--- config.mk ---
export PLATFORM = sky130hd
export DESIGN_NAME = bpe_ustep
export DESIGN_NICKNAME = d
export VERILOG_FILES = /design/src/hdl/bpe_pkg.sv /design/src/hdl/bpe_ustep.sv
export SDC_FILE = /design/constraint.sdc
export NUM_CORES = 1
export LEC_CHECK = 0
export ABC_AREA = 1
export BUFFER_PORTS_ARGS = -buffer_cell sky130_fd_sc_hd__buf_4
export CAP_MARGIN = 30
export CELL_PAD_IN_SITES_DETAIL_PLACEMENT = 1
export CELL_PAD_IN_SITES_GLOBAL_PLACEMENT = 2
export CORE_MARGIN = 3
export CORE_UTILIZATION = 42
export DETAILED_ROUTE_END_ITERATION = 8
export PLACE_DENSITY = 0.92
export SLEW_MARGIN = 20
export SYNTH_ARGS = -nofsm -noshare
export SYNTH_HDL_FRONTEND = slang
export SYNTH_SLANG_ARGS = --single-unit
--- constraint.sdc ---
create_clock -name clk -period 10.4 [get_ports clk]
set_clock_uncertainty 0.1 [all_clocks]
set_input_delay 1.56 -clock clk [delete_from_list [all_inputs] [get_ports clk]]
set_output_delay 1.56 -clock clk [all_outputs]
set_load 0.005 [all_outputs]
--- src/hdl/bpe_pkg.sv ---
`timescale 1ns / 1ps
// ----------------------------------------------------------------------------
// bpe_pkg
// Shared constants, types and the binomial coefficient table for the
// Bezier point evaluator.
// ----------------------------------------------------------------------------
package bpe_pkg;

	localparam int MAX_POINTS = 10;
	localparam int STEPS      = 1024;

	localparam int COORD_W = 12;
	localparam int STEP_W  = 10;
	localparam int DEG_W   = 4;
	localparam int PIDX_W  = 4;
	localparam int IDX_W   = $clog2(MAX_POINTS);

	// unsigned Q1.20
	localparam int FRAC_W = 20;
	localparam int Q_W    = FRAC_W + 1;
	localparam logic [Q_W-1:0] ONE_Q = Q_W'(1) << FRAC_W;
	localparam logic [Q_W-1:0] HALF_Q = Q_W'(1) << (FRAC_W - 1);

	// u = step / DEN, done as a reciprocal multiply plus one correction
	localparam int DEN   = STEPS - 1;
	localparam int DEN_W = $clog2(STEPS);
	localparam int X_W   = STEP_W + FRAC_W;
	localparam longint unsigned RECIP_L = (longint'(1) << X_W) / longint'(DEN);
	localparam logic [X_W:0] RECIP = (X_W + 1)'(RECIP_L);

	// C(n,k) < 2^n for n >= 1
	localparam int BINOM_W = MAX_POINTS - 1;
	localparam int W_W     = Q_W + BINOM_W;
	localparam int PROD_W  = COORD_W + W_W + 1;
	localparam int ACC_W   = PROD_W + IDX_W;
	localparam int R_W     = ACC_W - FRAC_W;

	localparam logic KIND_LOAD = 1'b0;
	localparam logic KIND_EVAL = 1'b1;

	typedef logic [MAX_POINTS-1:0][MAX_POINTS-1:0][BINOM_W-1:0] binom_tab_t;

	typedef struct packed {
		logic                      valid;
		logic [IDX_W-1:0]          idx;
		logic signed [COORD_W-1:0] x;
		logic signed [COORD_W-1:0] y;
	} ld_req_t;

	typedef struct packed {
		logic           valid;
		logic [Q_W-1:0] uq;
	} ustep_t;

	typedef struct packed {
		logic                      valid;
		logic signed [COORD_W-1:0] x;
		logic signed [COORD_W-1:0] y;
	} res_t;

	// Pascal's triangle, built at elaboration
	function automatic binom_tab_t build_binom();
		binom_tab_t t;
		t = '0;
		t[0][0] = BINOM_W'(1);
		for (int r = 1; r < MAX_POINTS; r++) begin
			for (int c = 0; c <= r; c++) begin
				t[r][c] = ((c > 0) ? t[r-1][c-1] : BINOM_W'(0)) +
					((c < r) ? t[r-1][c] : BINOM_W'(0));
			end
		end
		return t;
	endfunction

	localparam binom_tab_t BINOM = build_binom();

endpackage

--- src/hdl/bpe_ustep.sv ---
`timescale 1ns / 1ps
// ----------------------------------------------------------------------------
// bpe_ustep
// Converts a step index into u = step / (STEPS-1) in Q1.20, rounded to
// nearest. Four pipeline stages: operand, reciprocal product, quotient
// estimate, correction.
// ----------------------------------------------------------------------------
module bpe_ustep
	import bpe_pkg::*;
(
	input  logic              clk,
	input  logic              arst_n,
	input  logic              start,
	input  logic [STEP_W-1:0] step,
	output ustep_t            res
);

	logic                 valid_s1, valid_s2, valid_s3, valid_s4;
	logic [X_W-1:0]       x_s1, x_s2, x_s3;
	logic [2*X_W:0]       prod_s2;
	logic [Q_W-1:0]       q0_s3;
	logic [Q_W+DEN_W-1:0] qd_s3;
	logic [Q_W-1:0]       uq_s4;
	logic [STEP_W-1:0]    step_c;
	logic [X_W:0]         rem;
	logic [Q_W-1:0]       q0;

	always_comb begin
		if (32'(step) > 32'(DEN)) begin
			step_c = STEP_W'(DEN);
		end else begin
			step_c = step;
		end
	end

	assign q0  = prod_s2[X_W +: Q_W];
	assign rem = (X_W + 1)'(x_s3) - (X_W + 1)'(qd_s3);

	always_ff @(posedge clk or negedge arst_n) begin
		if (!arst_n) begin
			valid_s1 <= 1'b0;
			valid_s2 <= 1'b0;
			valid_s3 <= 1'b0;
			valid_s4 <= 1'b0;
		end else begin
			valid_s1 <= start;
			valid_s2 <= valid_s1;
			valid_s3 <= valid_s2;
			valid_s4 <= valid_s3;
		end
	end

	always_ff @(posedge clk) begin
		x_s1    <= {step_c, FRAC_W'(0)} + X_W'(DEN / 2);
		prod_s2 <= (2 * X_W + 1)'(x_s1) * (2 * X_W + 1)'(RECIP);
		x_s2    <= x_s1;
		q0_s3   <= q0;
		qd_s3   <= (Q_W + DEN_W)'(q0) * (Q_W + DEN_W)'(DEN);
		x_s3    <= x_s2;
		// estimate is exact or one short
		if (rem >= (X_W + 1)'(DEN)) begin
			uq_s4 <= q0_s3 + Q_W'(1);
		end else begin
			uq_s4 <= q0_s3;
		end
	end

	assign res.valid = valid_s4;
	assign res.uq    = uq_s4;

endmodule

==> results of run 1 <==
how the worst min path moves through the flow:
stage               startpoint       end  slack [ns]  depth (start not counted)
floorplan             x_s2[20]  x_s3[20]        0.21                          0
global placement      x_s2[27]  x_s3[27]        0.21                          0
detailed placement    x_s2[21]  x_s3[21]        0.21                          0
CTS                   x_s2[27]  x_s3[27]        0.23                          0
global route          x_s2[24]  x_s3[24]        0.23                          0
finish                x_s2[24]  x_s3[24]        0.23                          0
cell families after synthesis:
family                     Yosys count  synth area share (%)
and+or+nand+nor                    445                  18.9
buffers and inverters              280                  10.4
adders and majority gates          219                  34.9
DFF                                127                  25.0
AOI/OAI and AO/OA                   82                  4.56
xor gates and xnor gates            73                  6.30
layout by cell type (no fill, tap or decap), drive strengths merged, types with 2 or more instances in the layout:
cell type	synthesis	final
a21boi	3	3
a21o	8	8
a21oi	41	41
a31oi	3	3
buf	4	34
bufinv	0	2
clkbuf	0	19
clkinv	0	6
clkinvlp	0	3
dfrtp	4	4
dfxtp	123	123
fa	112	112
ha	107	107
inv	276	278
nand2	234	234
nand3	59	59
nand3b	3	3
nand4	22	22
nor2	104	104
nor3	15	15
nor4	7	7
o2111ai	3	3
o21a	2	2
o21ai	18	18
o21bai	3	3
xnor2	26	26
xor2	47	47
cells in the mapped netlist, drive strengths merged:
library cell,n
nor3,15
o21bai,3
nor2,104
a21boi,3
a21o,8
nand4,22
nor4,7
fa,112
xor2,47
xnor2,26
nand3,59
nand2,234
a21oi,41
dfxtp,123
o21a,2
o211ai,1
nand3b,3
ha,107
inv,276
o21ai,18
dfrtp,4
and3,1
buf,4
a31oi,3
o2111ai,3
cell type report:
| type | instances | area, um^2 |
|---|---|---|
| multi-input cells | 819 | 6640 |
| clock buffers | 19 | 433 |
| inverters | 276 | 1040 |
| well taps | 319 | 399 |
| repair buffers | 34 | 255 |
| clock inverters | 13 | 141 |
| flip-flops and latches | 127 | 2560 |
| fillers | 2833 | 12300 |
per-stage QoR:
| stage | cells | utilization, % | hold slack [ns] |
|---|---|---|---|
| floorplan | 1226 | - | 0.210 |
| global placement | 1575 | 45.9 | 0.212 |
| detailed placement | 1575 | 45.9 | 0.213 |
| CTS | 1607 | 48.3 | 0.229 |
| global route | 1607 | 48.3 | 0.231 |
| finish | 1607 | 48.3 | 0.226 |
critical path, stage by stage, from the launching register on:
cell and delay (ns):
sky130_fd_sc_hd__dfxtp_1 0.42, sky130_fd_sc_hd__fa_1 0.63, sky130_fd_sc_hd__inv_1 0.10, sky130_fd_sc_hd__fa_1 0.55
sky130_fd_sc_hd__inv_1 0.06, sky130_fd_sc_hd__fa_1 0.51, sky130_fd_sc_hd__fa_1 0.56, sky130_fd_sc_hd__inv_1 0.06
sky130_fd_sc_hd__fa_1 0.49, sky130_fd_sc_hd__inv_1 0.04, sky130_fd_sc_hd__ha_1 0.34, sky130_fd_sc_hd__nand2_1 0.12
sky130_fd_sc_hd__nor2_1 0.11, sky130_fd_sc_hd__inv_1 0.04, sky130_fd_sc_hd__o21ai_0 0.54, sky130_fd_sc_hd__a21oi_1 0.23
sky130_fd_sc_hd__o21ai_0 0.32, sky130_fd_sc_hd__xor2_1 0.18
registers in the layout (all words and copies together) (netlist names):
| name | flops |
|---|---|
| q0_s3 | 20 |
| valid_s3 | 1 |
| valid_s1 | 1 |
| uq_s4 | 21 |
| qd_s3 | 31 |
| x_s3 | 10 |
| valid_s2 | 1 |
| x_s2 | 10 |
| x_s1 | 10 |
| valid_s4 | 1 |
| prod_s2 | 21 |
layer usage:
metal  GRT usage [%]  up-vias  part of all wire, %
met1            28.0     3878                   44
li1                -     3850                    -
met2            39.0      106                   50
met3            4.25       37                  3.6
met5               0        -                0.044
met4            5.66        2                  1.9
==> out/results.ini, run 1 <==
[worst_setup_path]
timing.critical_path.to_type = register
worst_r2r_end = qd_s3[25]
arrival_ns = 5.73
critical_path.startpoint = prod_s2[34]
critical_path_start_type = register
worstSetupEndpoint = qd_s3[25]
worst_reg2reg_startpoint = prod_s2[34]
rrSetupSlack_ns = 4.92
reg2reg_depth = 17
setup.worst_path.class = register to register
crit_path_max_fanout = 5
cp_data_required_time_ns = 10.65

[floorplan]
io-pin-count = 35
start_util_pct = 43.2
rows = 56
placeableCoreArea_um2 = 23800
chipWidth_um = 162
floorplan.die_area_um2 = 26400
die_y_um = 162

[placement]
dpl.hpwl_um = 23500
detailed_place.area_um2 = 10900
place_worst_setup_slack_ns = 5.04
port-buffer-count = 34
globalplace.congestion = 0.848

[finish]
antenna_cells = 0
area_growth_pct = 11.7
finalNetCount = 1507
final_cell_area_um2 = 11500
drive_gt1_share_pct = 7.07

[logic_synthesis]
synth_top_cell_by_area = sky130_fd_sc_hd__dfxtp_1
sequential_fraction_of_the_synthesis_area_pct = 25.0
synthesis.area_um2 = 10300
post-synth-top-area-fraction_pct = 24.0
flip_flop_and_latch_count_after_synthesis = 127
syn-mean-instance-area_um2 = 8.38
netlist_top_cells_area = sky130_fd_sc_hd__dfxtp_1, sky130_fd_sc_hd__fa_1, sky130_fd_sc_hd__ha_1
netlist-cell-type-count = 37
synth_cells = 1226
synth_fp_nets = 1458
number_of_synthesis_warnings = 0

[clocking]
cts_resized = 0
cts_buffers = 17
clk_latency_ns = 0.43
clock_sinks = 127
cts.htree.levels = 4
postCtsSetupRepairBufs = 0
cts_tree = built
clockRootBuffer = sky130_fd_sc_hd__clkbuf_16
clk_pin_slew_ns = 0.06
cts_buffer_depth = 2
cts-hold-fix-buffers = 0

[flow_run]
drv.max_cap_violation_count = 0

[global_route]
grt_pass1_vias = 8765
global_route.overflow_total = 0
grt_antenna_before_repair = 2
wire_length_of_the_first_global_routing_pass_um = 45400
grt.total_usage_pct = 22.1
grt_start_max_net_pins = 20

[timing]
relSlewSlack_pct = 47.9
worst-slew-pin-transition_ns = 0.776
rsz_0062_raised_after_global_routing = no
final.setup.tns_ns = 0
setup-violations-final = 0
final_hold_viols = 0
layout_min_cycle_time_ns = 5.48
achievable_clock_frequency_ghz = 0.183
slew_viol_final = 0
setup_slack_ns = 4.92
finalCritPeriodShare_pct = 52.7

[detailed_routing]
detailroute.via_count = 7873
routed_via_density = 4.90
drt-pass1-iter-count = 7
detailedRoute.firstIterationViolations = 371
drtAntennaViolNets = 0
drcViolationCount = 0
routed_wire_length_per_instance_um = 17.1
routed_wirelength_um = 27500

[worst_hold_path]
min-delay-path-class = register to register

[run_status]
status = finished, final reports clean

Power of run 1 is not shown: default switching activity piles up to over one toggle a cycle in this logic, so the estimate is an artifact.
==> run 2: changes to the inputs <==
Settings changed: CORE_UTILIZATION 42 to 39, PLACE_DENSITY 0.92 to 0.87.
Clock period 10.4 ns to 5.52 ns, I/O delays scaled along.
==> run 2 against run 1 <==
Effect of this change: cell area up 0.94%; non-clock buffer count is 2 higher; die area rose by 7.4%; sequential share of layout area decreased by 0.18 points; routed wire length is 0.39% higher; setup slack worse by 4.6 ns; first-iteration DRC count is 24% lower; hold slack worse by 0.15 ns; core utilization fell by 3.0 points; cell count increased by 0.81%; sequential cell count unchanged; fmax grew 5.6%; largest cell class unchanged.
==> out/results.ini, run 2 (synthesis results as in run 1) <==
[worst_setup_path]
critPathSlowestCell = sky130_fd_sc_hd__fa_1
worst_path_largest_cell_delay_ns = 0.63  ; about the same
cp_data_required_time_ns = 5.76  ; -4.89 ns
setup.worst_path.class = register to register
arrival_ns = 5.42  ; -0.31 ns
worstPathCellList = fa_1, inv_1, fa_1, inv_1, ha_1, inv_1, fa_1, inv_1, fa_1, ha_1, a21oi_1, a21boi_0, o21ai_0, nand2_1, o2111ai_1, xor2_1
crit_path_max_fanout = 5  ; unchanged
critical_path_start_type = register
timing.critical_path.to_type = register

[worst_hold_path]
min-delay-path-class = primary input to async pin

[timing]
slew_viol_final = 0  ; unchanged
achievable_clock_frequency_ghz = 0.193  ; +5.6%
relSlewSlack_pct = 48.9  ; +1.1 points
final.setup.tns_ns = 0  ; unchanged
finalCritPeriodShare_pct = 93.9  ; +41 points
worst-slew-pin-transition_ns = 0.760  ; -0.0159 ns
layout_min_cycle_time_ns = 5.19  ; -0.293 ns
hold-worst-slack_ns = 0.0746  ; -0.151 ns
setup-violations-final = 0  ; unchanged
final_hold_viols = 0  ; unchanged

[clocking]
cts_buffer_depth = 2  ; unchanged
clk_latency_ns = 0.43  ; about the same
cts.htree.levels = 4  ; unchanged
clockRootBuffer = sky130_fd_sc_hd__clkbuf_16
cts_buffers = 17  ; unchanged
clk_pin_slew_ns = 0.06  ; about the same
cts_tree = built
clock_sinks = 127  ; unchanged

[finish]
max_ffs_per_register = 31  ; unchanged
area_growth_pct = 12.7
n_fill_cell = 3090  ; +9.1%
final_common_cell = sky130_fd_sc_hd__inv_1
largestRegisters = qd_s3: 31 flops, prod_s2: 21 flops, uq_s4: 21 flops
drive_gt1_share_pct = 8.14  ; +1.1 points
postLayoutCoreUtil_pct = 45.3  ; -3.0 points
post_layout_nonfiller_instances = 1620  ; +0.81%
finalNetCount = 1509  ; +0.13%
layout_common_cells = sky130_fd_sc_hd__inv_1, sky130_fd_sc_hd__nand2_1, sky130_fd_sc_hd__dfxtp_1
register_ranked_first_by_flip_flop_count = qd_s3
antenna_cells = 0  ; unchanged

[run_status]
status = finished, final reports clean

[global_route]
wire_length_of_the_first_global_routing_pass_um = 46000  ; +1.2%
grt_antenna_before_repair = 2  ; unchanged
grt.total_usage_pct = 20.7  ; -1.4 points
grt_start_max_net_pins = 20  ; unchanged
grt_pass1_vias = 8655  ; -1.3%
global_route.overflow_total = 0  ; unchanged

[detailed_routing]
drcViolationCount = 0  ; unchanged
detailedRoute.firstIterationViolations = 283  ; -24%
detailroute.via_count = 7811  ; -0.79%
routed_wirelength_um = 27700  ; +0.39%
routed_via_density = 4.82  ; -1.6%
drt-pass1-iter-count = 4  ; -3
drtAntennaViolNets = 0  ; unchanged
routed_wire_length_per_instance_um = 17.1  ; -0.41%

[floorplan]
chipWidth_um = 168  ; +3.6%
floorplan.die_area_um2 = 28300  ; +7.4%
start_util_pct = 40.2  ; -3.0 points
io-pin-count = 35  ; unchanged
placeableCoreArea_um2 = 25500  ; +7.5%
die_y_um = 168  ; +3.6%
rows = 58  ; +3.6%

[placement]
dpl.hpwl_um = 23300  ; -0.51%
globalplace.congestion = 0.888  ; +4.7%
placed_cells = 1587  ; +0.76%
port-buffer-count = 34  ; unchanged

[flow_run]
drv.max_cap_violation_count = 0  ; unchanged

run 2: changes by cell type in the layout (fill, tap and decap cells not counted), moves of 2 or more:
cell,previous run,this run
sky130_fd_sc_hd__a21oi_1,41,37
sky130_fd_sc_hd__buf_4,34,36
sky130_fd_sc_hd__clkinv_2,3,0
sky130_fd_sc_hd__dfxtp_2,0,3
sky130_fd_sc_hd__o21ai_1,3,5
sky130_fd_sc_hd__o21ai_0,15,12
sky130_fd_sc_hd__a21oi_2,0,4
sky130_fd_sc_hd__fa_2,0,2
sky130_fd_sc_hd__fa_1,112,110
sky130_fd_sc_hd__dfxtp_1,123,120
sky130_fd_sc_hd__inv_6,2,4
run 2: final cells by class:
type | instances | area, um^2 | area share (%)
Clock buffer | 19 | 443 | 3.83
Clock inverter | 13 | 176 | 1.52
Inverter | 276 | 1040 | 8.95
Multi-Input combinational cell | 819 | 6670 | 57.6
Sequential cell | 127 | 2570 | 22.2
Tap cell | 330 | 413 | 3.57
Timing Repair Buffer | 36 | 270 | 2.34
run 2: through the flow:
stage,instance area [um^2],setup slack [ns]
floorplan,10300,0.774
global placement,10900,0.171
detailed placement,10900,0.147
CTS,11500,0.0932
global route,11600,-0.0136
finish,11600,0.335
run 2: worst max-delay path: cells and delay by family (launching register included):
kind            cells  cell delay (ns)
flops               1             0.40
compound gates      4             1.19
fa+ha+maj           6             2.76
buf+inv             4             0.27
xor+xnor            1             0.25
simple gates        1             0.14
run 2: timing repair:
action,CTS,global route
setup endpoints to repair,0,9
gates resized for setup,0,14
setup buffers,0,1
hold buffers,0,0
endpoints found under the hold margin,0,0
run 2: metal layers:
layer / global-route usage, % / share of wire, % / routed length, um
met1: 27.1 / 45 / 12300
met4: 5.55 / 1.7 / 466
met3: 3.17 / 3.3 / 920
met5: 0 / 0 / 0
met2: 35.9 / 50 / 13900
run 2: worst paths after layout:
| check | slack, ns | end | cells after the start | start |
|---|---|---|---|---|
| setup / recovery | 0.33 | qd_s3[27] | 16 | prod_s2[33] |
| hold / removal | 0.07 | valid_s3 | 1 | arst_n |
| setup reg to reg | 0.33 | qd_s3[27] | 16 | prod_s2[33] |
| hold reg to reg | 0.23 | x_s3[27] | 0 | x_s2[27] |
| max in group asynchronous | 5.15 | valid_s2 | 1 | arst_n |
| min in group clk | 0.23 | x_s3[27] | 0 | x_s2[27] |
Power of run 2 is left out for the same reason.
